<file path="config.mk">
export PLATFORM = sky130hd
export DESIGN_NAME = rect_fill_alpha_over
export DESIGN_NICKNAME = d
export VERILOG_FILES = /design/src/rtl/rfao_pkg.sv /design/src/rtl/rect_fill_alpha_over.sv
export VERILOG_INCLUDE_DIRS = /design/src /design/src/rtl
export SDC_FILE = /design/constraint.sdc
export NUM_CORES = 2
export LEC_CHECK = 0
export ABC_CLOCK_PERIOD_IN_PS = 15420
export BUFFER_PORTS_ARGS = -buffer_cell sky130_fd_sc_hd__clkbuf_2
export CAP_MARGIN = 30
export CORE_MARGIN = 5
export CORE_UTILIZATION = 35
export CTS_CLUSTER_DIAMETER = 200
export CTS_CLUSTER_SIZE = 20
export DETAILED_ROUTE_END_ITERATION = 6
export PLACE_DENSITY = 0.47
export REMOVE_ABC_BUFFERS = 1
export SKIP_CTS_REPAIR_TIMING = 1
export SYNTH_ARGS = -nofsm -noshare
export SYNTH_HDL_FRONTEND = slang
export SYNTH_SLANG_ARGS = --single-unit
export TNS_END_PERCENT = 50
</file>
<file path="constraint.sdc">
create_clock -name clock -period 15.42 [get_ports clock]
set_clock_uncertainty 0.2 [all_clocks]
set_input_delay 1.542 -clock clock [delete_from_list [all_inputs] [get_ports clock]]
set_output_delay 1.542 -clock clock [all_outputs]
set_load 0.01 [all_outputs]
</file>
<file path="src/rtl/rect_fill_alpha_over_defines.svh">
// Assertion macros for the rectangle fill block (clock and reset named clock and reset).
`ifndef RECT_FILL_ALPHA_OVER_DEFINES_SVH
`define RECT_FILL_ALPHA_OVER_DEFINES_SVH

// same-cycle implication
`define RFAO_ASSERT_IMPLY(label, ante, cons) \
   label: assert property (@(posedge clock) disable iff (reset) (ante) |-> (cons)) \
      else $error("rect_fill_alpha_over: check failed");

// consequent checked a fixed number of cycles later
`define RFAO_ASSERT_DELAY(label, ante, cons, dly) \
   label: assert property (@(posedge clock) disable iff (reset) (ante) |-> ##dly (cons)) \
      else $error("rect_fill_alpha_over: check failed");

`endif

</file>
<file path="src/rtl/rfao_pkg.sv">
// Shared constants, types and arithmetic helpers for the rectangle fill block.
package rfao_pkg;

   localparam int DEF_MAX_DIM = 4096;
   localparam int DIM_W       = 13;
   localparam int COORD_W     = 16;
   localparam int PIX_W       = 12;
   localparam int CHAN_W      = 8;
   localparam int SUM_W       = 2 * CHAN_W;
   localparam int CSR_DATA_W  = 24;
   localparam int CSR_IDX_W   = 3;
   localparam int NUM_COLOR   = 3;

   localparam logic [CHAN_W-1:0] CHAN_MAX = '1;

   typedef enum logic [CSR_IDX_W-1:0] {
      CSR_FRAME_WIDTH  = 3'd0,
      CSR_FRAME_HEIGHT = 3'd1,
      CSR_CORNER_AX    = 3'd2,
      CSR_CORNER_AY    = 3'd3,
      CSR_CORNER_BX    = 3'd4,
      CSR_CORNER_BY    = 3'd5,
      CSR_FILL_RGB     = 3'd6,
      CSR_FILL_ALPHA   = 3'd7
   } csr_index_type;

   // clamp a signed corner coordinate into [0, hi]
   function automatic logic [DIM_W-1:0] clamp_corner(input logic [COORD_W-1:0] v,
                                                     input logic [DIM_W-1:0] hi);
      logic [DIM_W-1:0] r;
      if (v[COORD_W-1]) begin
         r = '0;
      end else if (v[COORD_W-2:0] > {{(COORD_W-1-DIM_W){1'b0}}, hi}) begin
         r = hi;
      end else begin
         r = v[DIM_W-1:0];
      end
      return r;
   endfunction

   // floor(s / 255), exact for s <= 255*255
   function automatic logic [CHAN_W-1:0] div255(input logic [SUM_W-1:0] s);
      logic [SUM_W:0] t;
      t = {1'b0, s} + {{(CHAN_W+1){1'b0}}, s[SUM_W-1:CHAN_W]} + {{SUM_W{1'b0}}, 1'b1};
      return t[SUM_W-1:CHAN_W];
   endfunction

   function automatic logic [CHAN_W-1:0] sat_add(input logic [CHAN_W-1:0] p,
                                                 input logic [CHAN_W-1:0] a);
      logic [CHAN_W:0] s;
      s = {1'b0, p} + {1'b0, a};
      return s[CHAN_W] ? CHAN_MAX : s[CHAN_W-1:0];
   endfunction

endpackage

</file>
<file path="src/rtl/rect_fill_alpha_over.sv">
// Streaming rectangle fill with alpha-over blending for 8-bit RGBA pixels.
//
// Requests: start with pixel coordinates and RGBA on the req_ ports; a request
// is taken at every clock edge with start high (busy is held low, the
// pipeline never stalls). One pixel per clock sustained.
// Responses: rsp_valid is high for one cycle and the result is taken from the
// stage 3 registers, in request order. No stall input.
// Stages: 1) corner clamp to the frame size, 2) corner ordering, inside test
// and per-channel 8x8 products, 3) divide by 255, alpha saturation, select.
// Configuration: csr_we/csr_index/csr_wdata write one register per clock;
// write only when no request is in flight.
// Reset (synchronous, active high) clears config and valid registers to 0 and
// drops in-flight requests; the fill stays disabled until fill_alpha is set.
`include "rect_fill_alpha_over_defines.svh"

module rect_fill_alpha_over #(
   parameter int MAX_DIM = rfao_pkg::DEF_MAX_DIM
) (
   input  logic                                clock,
   input  logic                                reset,
   input  logic                                start,
   output logic                                busy,
   input  logic [rfao_pkg::PIX_W-1:0]          req_pixel_x,
   input  logic [rfao_pkg::PIX_W-1:0]          req_pixel_y,
   input  logic [rfao_pkg::CHAN_W-1:0]         req_in_red,
   input  logic [rfao_pkg::CHAN_W-1:0]         req_in_green,
   input  logic [rfao_pkg::CHAN_W-1:0]         req_in_blue,
   input  logic [rfao_pkg::CHAN_W-1:0]         req_in_alpha,
   output logic                                rsp_valid,
   output logic [rfao_pkg::CHAN_W-1:0]         rsp_out_red,
   output logic [rfao_pkg::CHAN_W-1:0]         rsp_out_green,
   output logic [rfao_pkg::CHAN_W-1:0]         rsp_out_blue,
   output logic [rfao_pkg::CHAN_W-1:0]         rsp_out_alpha,
   output logic                                rsp_was_filled,
   input  logic                                csr_we,
   input  logic [rfao_pkg::CSR_IDX_W-1:0]      csr_index,
   input  logic [rfao_pkg::CSR_DATA_W-1:0]     csr_wdata
);
   import rfao_pkg::*;

   localparam int DIM_LIMIT = (1 << DIM_W) - 1;
   localparam int DIM_CAP   = (MAX_DIM > DIM_LIMIT) ? DIM_LIMIT : MAX_DIM;
   localparam logic [DIM_W-1:0] DIM_CAP_V = DIM_CAP[DIM_W-1:0];

   // configuration registers
   logic [DIM_W-1:0]              frame_width_ff, frame_height_ff;
   logic [COORD_W-1:0]            corner_ax_ff, corner_ay_ff, corner_bx_ff, corner_by_ff;
   logic [NUM_COLOR*CHAN_W-1:0]   fill_rgb_ff;
   logic [CHAN_W-1:0]             fill_alpha_ff;

   always_ff @(posedge clock) begin
      if (reset) begin
         frame_width_ff  <= '0;
         frame_height_ff <= '0;
         corner_ax_ff    <= '0;
         corner_ay_ff    <= '0;
         corner_bx_ff    <= '0;
         corner_by_ff    <= '0;
         fill_rgb_ff     <= '0;
         fill_alpha_ff   <= '0;
      end else if (csr_we) begin
         case (csr_index_type'(csr_index))
            CSR_FRAME_WIDTH:  frame_width_ff  <= csr_wdata[DIM_W-1:0];
            CSR_FRAME_HEIGHT: frame_height_ff <= csr_wdata[DIM_W-1:0];
            CSR_CORNER_AX:    corner_ax_ff    <= csr_wdata[COORD_W-1:0];
            CSR_CORNER_AY:    corner_ay_ff    <= csr_wdata[COORD_W-1:0];
            CSR_CORNER_BX:    corner_bx_ff    <= csr_wdata[COORD_W-1:0];
            CSR_CORNER_BY:    corner_by_ff    <= csr_wdata[COORD_W-1:0];
            CSR_FILL_RGB:     fill_rgb_ff     <= csr_wdata[NUM_COLOR*CHAN_W-1:0];
            CSR_FILL_ALPHA:   fill_alpha_ff   <= csr_wdata[CHAN_W-1:0];
            default: ;
         endcase
      end
   end

   assign busy = 1'b0;

   // stage 1: clamp corners
   logic                          s1_valid_ff, s1_valid_in;
   logic [PIX_W-1:0]              s1_px_ff, s1_py_ff;
   logic [NUM_COLOR-1:0][CHAN_W-1:0] s1_pix_ff, s1_pix_in;
   logic [CHAN_W-1:0]             s1_alpha_ff;
   logic [DIM_W-1:0]              s1_x1_ff, s1_x2_ff, s1_y1_ff, s1_y2_ff;
   logic [DIM_W-1:0]              s1_x1_in, s1_x2_in, s1_y1_in, s1_y2_in;
   logic [DIM_W-1:0]              w_lim, h_lim;

   always_comb begin
      w_lim       = (frame_width_ff  > DIM_CAP_V) ? DIM_CAP_V : frame_width_ff;
      h_lim       = (frame_height_ff > DIM_CAP_V) ? DIM_CAP_V : frame_height_ff;
      s1_x1_in    = clamp_corner(corner_ax_ff, w_lim);
      s1_x2_in    = clamp_corner(corner_bx_ff, w_lim);
      s1_y1_in    = clamp_corner(corner_ay_ff, h_lim);
      s1_y2_in    = clamp_corner(corner_by_ff, h_lim);
      s1_valid_in = start && !busy;
      s1_pix_in   = {req_in_blue, req_in_green, req_in_red};
   end

   always_ff @(posedge clock) begin
      if (reset) begin
         s1_valid_ff <= 1'b0;
      end else begin
         s1_valid_ff <= s1_valid_in;
      end
      s1_px_ff    <= req_pixel_x;
      s1_py_ff    <= req_pixel_y;
      s1_pix_ff   <= s1_pix_in;
      s1_alpha_ff <= req_in_alpha;
      s1_x1_ff    <= s1_x1_in;
      s1_x2_ff    <= s1_x2_in;
      s1_y1_ff    <= s1_y1_in;
      s1_y2_ff    <= s1_y2_in;
   end

   // stage 2: order corners, inside test, products
   logic                          s2_valid_ff, s2_inside_ff, s2_inside_in;
   logic [NUM_COLOR-1:0][SUM_W-1:0]  s2_sum_ff, s2_sum_in;
   logic [NUM_COLOR-1:0][CHAN_W-1:0] s2_pix_ff;
   logic [CHAN_W-1:0]             s2_alpha_ff;
   logic [DIM_W-1:0]              x_lo, x_hi, y_lo, y_hi, px_ext, py_ext;
   logic [CHAN_W-1:0]             inv_a;
   logic [SUM_W-1:0]              prod_c, prod_p;
   logic [SUM_W:0]                sum_full;

   always_comb begin
      x_lo   = (s1_x1_ff > s1_x2_ff) ? s1_x2_ff : s1_x1_ff;
      x_hi   = (s1_x1_ff > s1_x2_ff) ? s1_x1_ff : s1_x2_ff;
      y_lo   = (s1_y1_ff > s1_y2_ff) ? s1_y2_ff : s1_y1_ff;
      y_hi   = (s1_y1_ff > s1_y2_ff) ? s1_y1_ff : s1_y2_ff;
      px_ext = {{(DIM_W-PIX_W){1'b0}}, s1_px_ff};
      py_ext = {{(DIM_W-PIX_W){1'b0}}, s1_py_ff};
      s2_inside_in = (fill_alpha_ff != '0) && (px_ext >= x_lo) && (px_ext < x_hi)
                     && (py_ext >= y_lo) && (py_ext < y_hi);
      inv_a  = CHAN_MAX - fill_alpha_ff;
      prod_c = '0;
      prod_p = '0;
      sum_full = '0;
      for (int k = 0; k < NUM_COLOR; k++) begin
         prod_c = {{CHAN_W{1'b0}}, fill_rgb_ff[k*CHAN_W +: CHAN_W]}
                  * {{CHAN_W{1'b0}}, fill_alpha_ff};
         prod_p = {{CHAN_W{1'b0}}, s1_pix_ff[k]} * {{CHAN_W{1'b0}}, inv_a};
         sum_full = {1'b0, prod_c} + {1'b0, prod_p};
         s2_sum_in[k] = sum_full[SUM_W-1:0];
      end
   end

   always_ff @(posedge clock) begin
      if (reset) begin
         s2_valid_ff <= 1'b0;
      end else begin
         s2_valid_ff <= s1_valid_ff;
      end
      s2_inside_ff <= s2_inside_in;
      s2_sum_ff    <= s2_sum_in;
      s2_pix_ff    <= s1_pix_ff;
      s2_alpha_ff  <= s1_alpha_ff;
   end

   // stage 3: divide, saturate, select
   logic                          rsp_valid_ff, rsp_filled_ff;
   logic [NUM_COLOR-1:0][CHAN_W-1:0] rsp_color_ff, rsp_color_in;
   logic [CHAN_W-1:0]             rsp_alpha_ff, rsp_alpha_in;

   always_comb begin
      for (int k = 0; k < NUM_COLOR; k++) begin
         rsp_color_in[k] = s2_inside_ff ? div255(s2_sum_ff[k]) : s2_pix_ff[k];
      end
      rsp_alpha_in = s2_inside_ff ? sat_add(s2_alpha_ff, fill_alpha_ff) : s2_alpha_ff;
   end

   always_ff @(posedge clock) begin
      if (reset) begin
         rsp_valid_ff <= 1'b0;
      end else begin
         rsp_valid_ff <= s2_valid_ff;
      end
      rsp_filled_ff <= s2_inside_ff;
      rsp_color_ff  <= rsp_color_in;
      rsp_alpha_ff  <= rsp_alpha_in;
   end

   assign rsp_valid      = rsp_valid_ff;
   assign rsp_out_red    = rsp_color_ff[0];
   assign rsp_out_green  = rsp_color_ff[1];
   assign rsp_out_blue   = rsp_color_ff[2];
   assign rsp_out_alpha  = rsp_alpha_ff;
   assign rsp_was_filled = rsp_filled_ff;

   `RFAO_ASSERT_DELAY(a_latency, start && !busy, rsp_valid, 3)
   `RFAO_ASSERT_IMPLY(a_pass_red, rsp_valid && !rsp_was_filled,
                      rsp_out_red == $past(req_in_red, 3))
   `RFAO_ASSERT_IMPLY(a_alpha_grows, rsp_valid && rsp_was_filled,
                      rsp_out_alpha >= $past(req_in_alpha, 3) && fill_alpha_ff != '0)

endmodule

</file>
=== After elaboration in Yosys (flattened, before gate mapping) ===
Cells that the tools add are included.
Widths: inputs -> output; s select.

* Add/subtract/negate cells: 11
* Multiply operators: 6
* Order comparisons: 12
* Equality and inequality tests: 7
* Multiplexer cells: 15
* Reductions and logical operators: 14

{| class="wikitable"
|+ Operators by type and width
! operator !! number
|-
| $mux 13 || 10
|-
| $mul 8x8->16 || 6
|-
| $gt 15x13->1 || 4
|-
| $add 16x1->16 const B || 3
|-
| $add 16x16->16 || 3
|-
| $add 16x8->16 || 3
|-
| $mux 8 || 5
|-
| $ge 12x13->1 || 2
|-
| $gt 13x13->1 || 2
|-
| $gt 13x13->1 const B || 2
|-
| $lt 12x13->1 || 2
|-
| $reduce_and 2->1 || 8
|-
| $eq 3x3->1 const B || 4
|-
| $add 8x8->9 || 1
|-
| $reduce_bool 8->1 || 1
|-
| $sub 8x8->8 const A || 1
|-
| $eq 3x2->1 const B || 2
|-
| $logic_and 1x1->1 || 4
|-
| $eq 3x1->1 const B || 1
|-
| $logic_not 3->1 || 1
|}

* Flip-flop bits (word level): 347
* Output and inout port bits: 35
* Logic and storage cells: 99

=== Depth between registers and ports, before layout ===
* Word-level depth: 7
* Mapped depth: 22
* Depth with buffers taken out: 20

=== Worst setup path after synthesis ===
No wires, ideal clock.

* Path kind: flip-flop to flip-flop
* Start: register fill_alpha_ff[2]
* End: register s2_sum_ff[15] in the netlist's numbering
* Library setup time: 0.128 ns
* Arrival: 5.625 ns
* Required time: 15.092 ns
* Path slack: 9.467 ns
* Cell stages (with the launch flop): 20
* Path buffers: 2
* Path through: dfxtp_1 > buf_1 > clkbuf_1 > nand2_1 > fa_1 > fa_1 > inv_1 > fa_1 > fa_1 > fa_1 > inv_1 > fa_1 > inv_1 > ha_1 > a21o_1 > a31oi_1 > o21ai_0 > o41ai_1 > mux2i_1 > nand4_1

{| class="wikitable"
|+ RTL lines
! item !! line !! RTL
|-
| from (decl) || rect_fill_alpha_over.sv:49 || <nowiki>logic [CHAN_W-1:0] fill_alpha_ff;</nowiki>
|-
| from (signal assigned) || rect_fill_alpha_over.sv:70 || <nowiki>CSR_FILL_ALPHA: fill_alpha_ff <= csr_wdata[CHAN_W-1:0];</nowiki>
|-
| to (signal assigned) || rect_fill_alpha_over.sv:153 || <nowiki>s2_sum_ff <= s2_sum_in;</nowiki>
|-
| to (decl) || rect_fill_alpha_over.sv:116 || <nowiki>logic [NUM_COLOR-1:0][SUM_W-1:0] s2_sum_ff, s2_sum_in;</nowiki>
|}

==> reports/qor.txt <==
Outcome - completed
Flop pwr share - 29.8%
Post-DP HPWL - 54,800 um
Max-slew violation count - 0
Netlist area before placement - 0.0279 sq mm
Number of synthesized register bits - 347
Hold Violations, Final - 0
Crit path buf inv count - 5
Req. time, crit path - 15,660 ps
Fin crit period - 6350 ps
Initial core utilization - 35.3%
GRT Util Overall - 16.8%
Primary FF master, synth - dfxtp_1
Cell breakdown of the critical path - buf_4 > nor2b_1 > fa_1 > inv_1 > fa_1 > inv_1 > fa_1 > fa_1 > fa_1 > inv_1 > fa_1 > inv_1 > ha_1 > a21o_1 > a31oi_1 > o21ai_0 > o41ai_1 > mux2i_1 > nand4_1
Synth top area cells - dfxtp_1, fa_1, ha_1
FILL cells - 8,067
GR met3 Demand/Resource - 2.02%
Post-route ant nets - 0
Ys Warns - 0
Worst-Margin Slew - 1090 ps
Max-Cap Viols - 0
Port bufs - 120
Initial antenna violation count - 4
Final non-filler cell total - 4,195
Drt initial violations - 865
Grt peak-use layer - met2
CTS max path bufs - 3
CP delay by family, top - adder cells
GPL Wtd Cong - 0.826
Final wirelength - 71,500 um
Vias/cell - 4.85
Pwr Density - 123 mW/mm^2
CP max FO - 33
Vias - 20,338
Global route overflow - 0
Yosys top cell area share - 24.9%
Core area - 0.0790 sq mm
Routed len/inst - 17.0 um
Slowest Stage Delay on Critical Path - 610 ps
Setup total negative slack - 0 ps
Count of final setup violators - 0
Share of flip-flops with an asynchronous set or reset - 0%
F_max - 0.157 GHz
EDFF count, synth - 0
Lkg Pwr - 13.9 nW
Final WS setup - 9070 ps
Met1 usage - 23.5%
Top cell by count, worst path - fa_1
Die Y - 292 um
Cells after Synth - 3,105
Element type at the critical path end - flip-flop
Clk network pwr share - 15.2%
Final Cell Area - 0.0301 sq mm
Final period utilization - 41.2%
VDD IR max - 0.0000857 V
Number of buffers created by CTS - 21
H-tree depth - 1
Cell taking the most area after synthesis - dfxtp_1
# IOs - 122
Psw - 1.53 mW
Worst skew pair latency - 560 ps
Placement-stage worst setup slack - 9070 ps
Clock root buffer master - clkbuf_16
Internal - 2.17 mW
Comb power frac - 55.0%
# clock sinks - 347
Area Growth Syn to Fin - 7.94%
Layout cells sized above 1 - 6.49%
DRC violations left - 0
CP Launch Type - flip-flop
TritonCTS clock tree - yes
Pin count of the biggest net entering global routing - 98
Max transition margin - 27.3%
Arr. time, crit path - 6590 ps
Switching share of total power - 41.3%
Die W - 292 um
Full die area - 0.0855 sq mm
CP max-delay cell - dfxtp_2
First-pass detailed-route iteration total - 7
HP Class - reg -> reg
Post-synthesis sequential area ratio - 24.9%
Dpl cells - 4,169
Dpl cell area - 0.0295 sq mm
NumNets Final - 3,858
Synthesized area per cell - 8.99 sq um
Global-route wire length before repair - 117,000 um
Vias in the first global route - 21,520
Netlist cell types - 57
Row count - 103
RSZ-0062 raised after global routing - false
CTS clk-pin slew, worst paths - 90 ps
Commonest cells in the netlist - inv_1, nand2_1, dfxtp_1
Crit path kind - reg -> reg
Most frequent cell after synthesis - inv_1
Met2 usage - 28.5%
-- final cells by class --
cell class	instances	area, sq um	area share (%)
clock inverters	1	16.3	0.0540
clock buffers	21	526	1.74
well taps	1050	1310	4.36
inverters	460	1730	5.73
repair buffers	140	825	2.74
multi-input cells	2173	18700	62.2
diodes	3	7.51	0.0249
flip-flops and latches	347	6960	23.1
-- metrics by stage --
stage / hold WS (ps) / util, % / power, mW
6_report: 133 / 38.1 / 3.70
5_1_grt: 143 / 38.1 / 4.11
4_1_cts: 137 / 38.1 / 3.76
3_5_place_dp: 115 / 37.4 / 3.18
3_3_place_gp: 113 / 37.3 / 3.15
2_1_floorplan: 110 / - / 2.70
-- power by group through the flow --
stage	registers (mW)	logic (mW)	clock network (mW)
after global placement	1.13	2.02	0
after global routing	1.12	2.38	0.621
after detailed placement	1.13	2.05	0
final	1.10	2.03	0.562
after CTS	1.10	2.07	0.593
after floorplan	1.09	1.61	0
-- logic make-up (layout without fill, tap and decap cells) --
group | count (synthesis) | after routing | synth area share (%)
other | 1 | 7 | 0.0134
XOR/XNOR | 72 | 72 | 2.26
buffers and inverters | 588 | 622 | 7.98
multiplexers | 44 | 44 | 1.61
AO/OA/AOI/OAI | 471 | 471 | 10.3
adder cells (fa/ha/maj) | 628 | 628 | 35.9
AND/OR/NAND/NOR | 954 | 954 | 17.0
flip-flops | 347 | 347 | 24.9
-- cell usage in the layout (no fill, tap or decap), drive strengths merged, types with 4 or more instances in the layout --
| master | n |
|---|---|
| or2 | 7 |
| nor2 | 73 |
| inv | 459 |
| a31oi | 4 |
| a21oi | 253 |
| o22a | 6 |
| nand4 | 20 |
| clkbuf | 140 |
| nor3 | 20 |
| buf | 21 |
| and2 | 112 |
| conb | 4 |
| ha | 339 |
| xnor2 | 49 |
| and3 | 11 |
| a211o | 9 |
| o31ai | 6 |
| o21a | 30 |
| fa | 289 |
| dfxtp | 347 |
| or3b | 4 |
| nand3 | 33 |
| o21ai | 80 |
| mux2i | 36 |
| a21o | 40 |
| a2111oi | 11 |
| nand2b | 53 |
| or3 | 52 |
| nor2b | 160 |
| o21bai | 5 |
| xor2 | 23 |
| nor4 | 11 |
| mux2 | 8 |
| a211oi | 8 |
| nand2 | 396 |
-- worst register-to-register path, delay by kind of cell (launching register included) --
family | cells | cell delay, ps
adder cells (fa/ha/maj) | 7 | 3260
AO/OA/AOI/OAI | 4 | 1020
buffers and inverters | 5 | 660
flip-flops | 1 | 610
AND/OR/NAND/NOR | 2 | 230
multiplexers | 1 | 250
-- state kept, by name (all words and copies together) (netlist names), 12 cells and up --
register         count
frame_height_ff     13
corner_ay_ff        16
s1_x2_ff            13
s2_pix_ff           24
corner_bx_ff        16
s2_sum_ff           48
s1_px_ff            12
s1_y2_ff            13
frame_width_ff      13
s1_pix_ff           24
fill_rgb_ff         24
s1_x1_ff            13
corner_by_ff        16
s1_py_ff            12
s1_y1_ff            13
corner_ax_ff        16
-- path summary, 6_finish.rpt --
check / start / cells past startpoint / slack [ps] / endpoint
setup / recovery: fill_alpha_ff[3]$_SDFFE_PP0P_ / 19 / 9070 / s2_sum_ff[15]$_DFF_P_
hold reg to reg: s1_alpha_ff[2]$_DFF_P_ / 0 / 130 / s2_alpha_ff[2]$_DFF_P_
hold / removal: s1_alpha_ff[2]$_DFF_P_ / 0 / 130 / s2_alpha_ff[2]$_DFF_P_
setup reg to reg: fill_alpha_ff[3]$_SDFFE_PP0P_ / 19 / 9070 / s2_sum_ff[15]$_DFF_P_
-- routing by layer --
metal  wire, um  up-vias
met1      34400    10013
li1           -     9983
met5         22        -
met3       2600       57
met4       1020        4
met2      33400      281
Power figures use the tool's default switching activity.
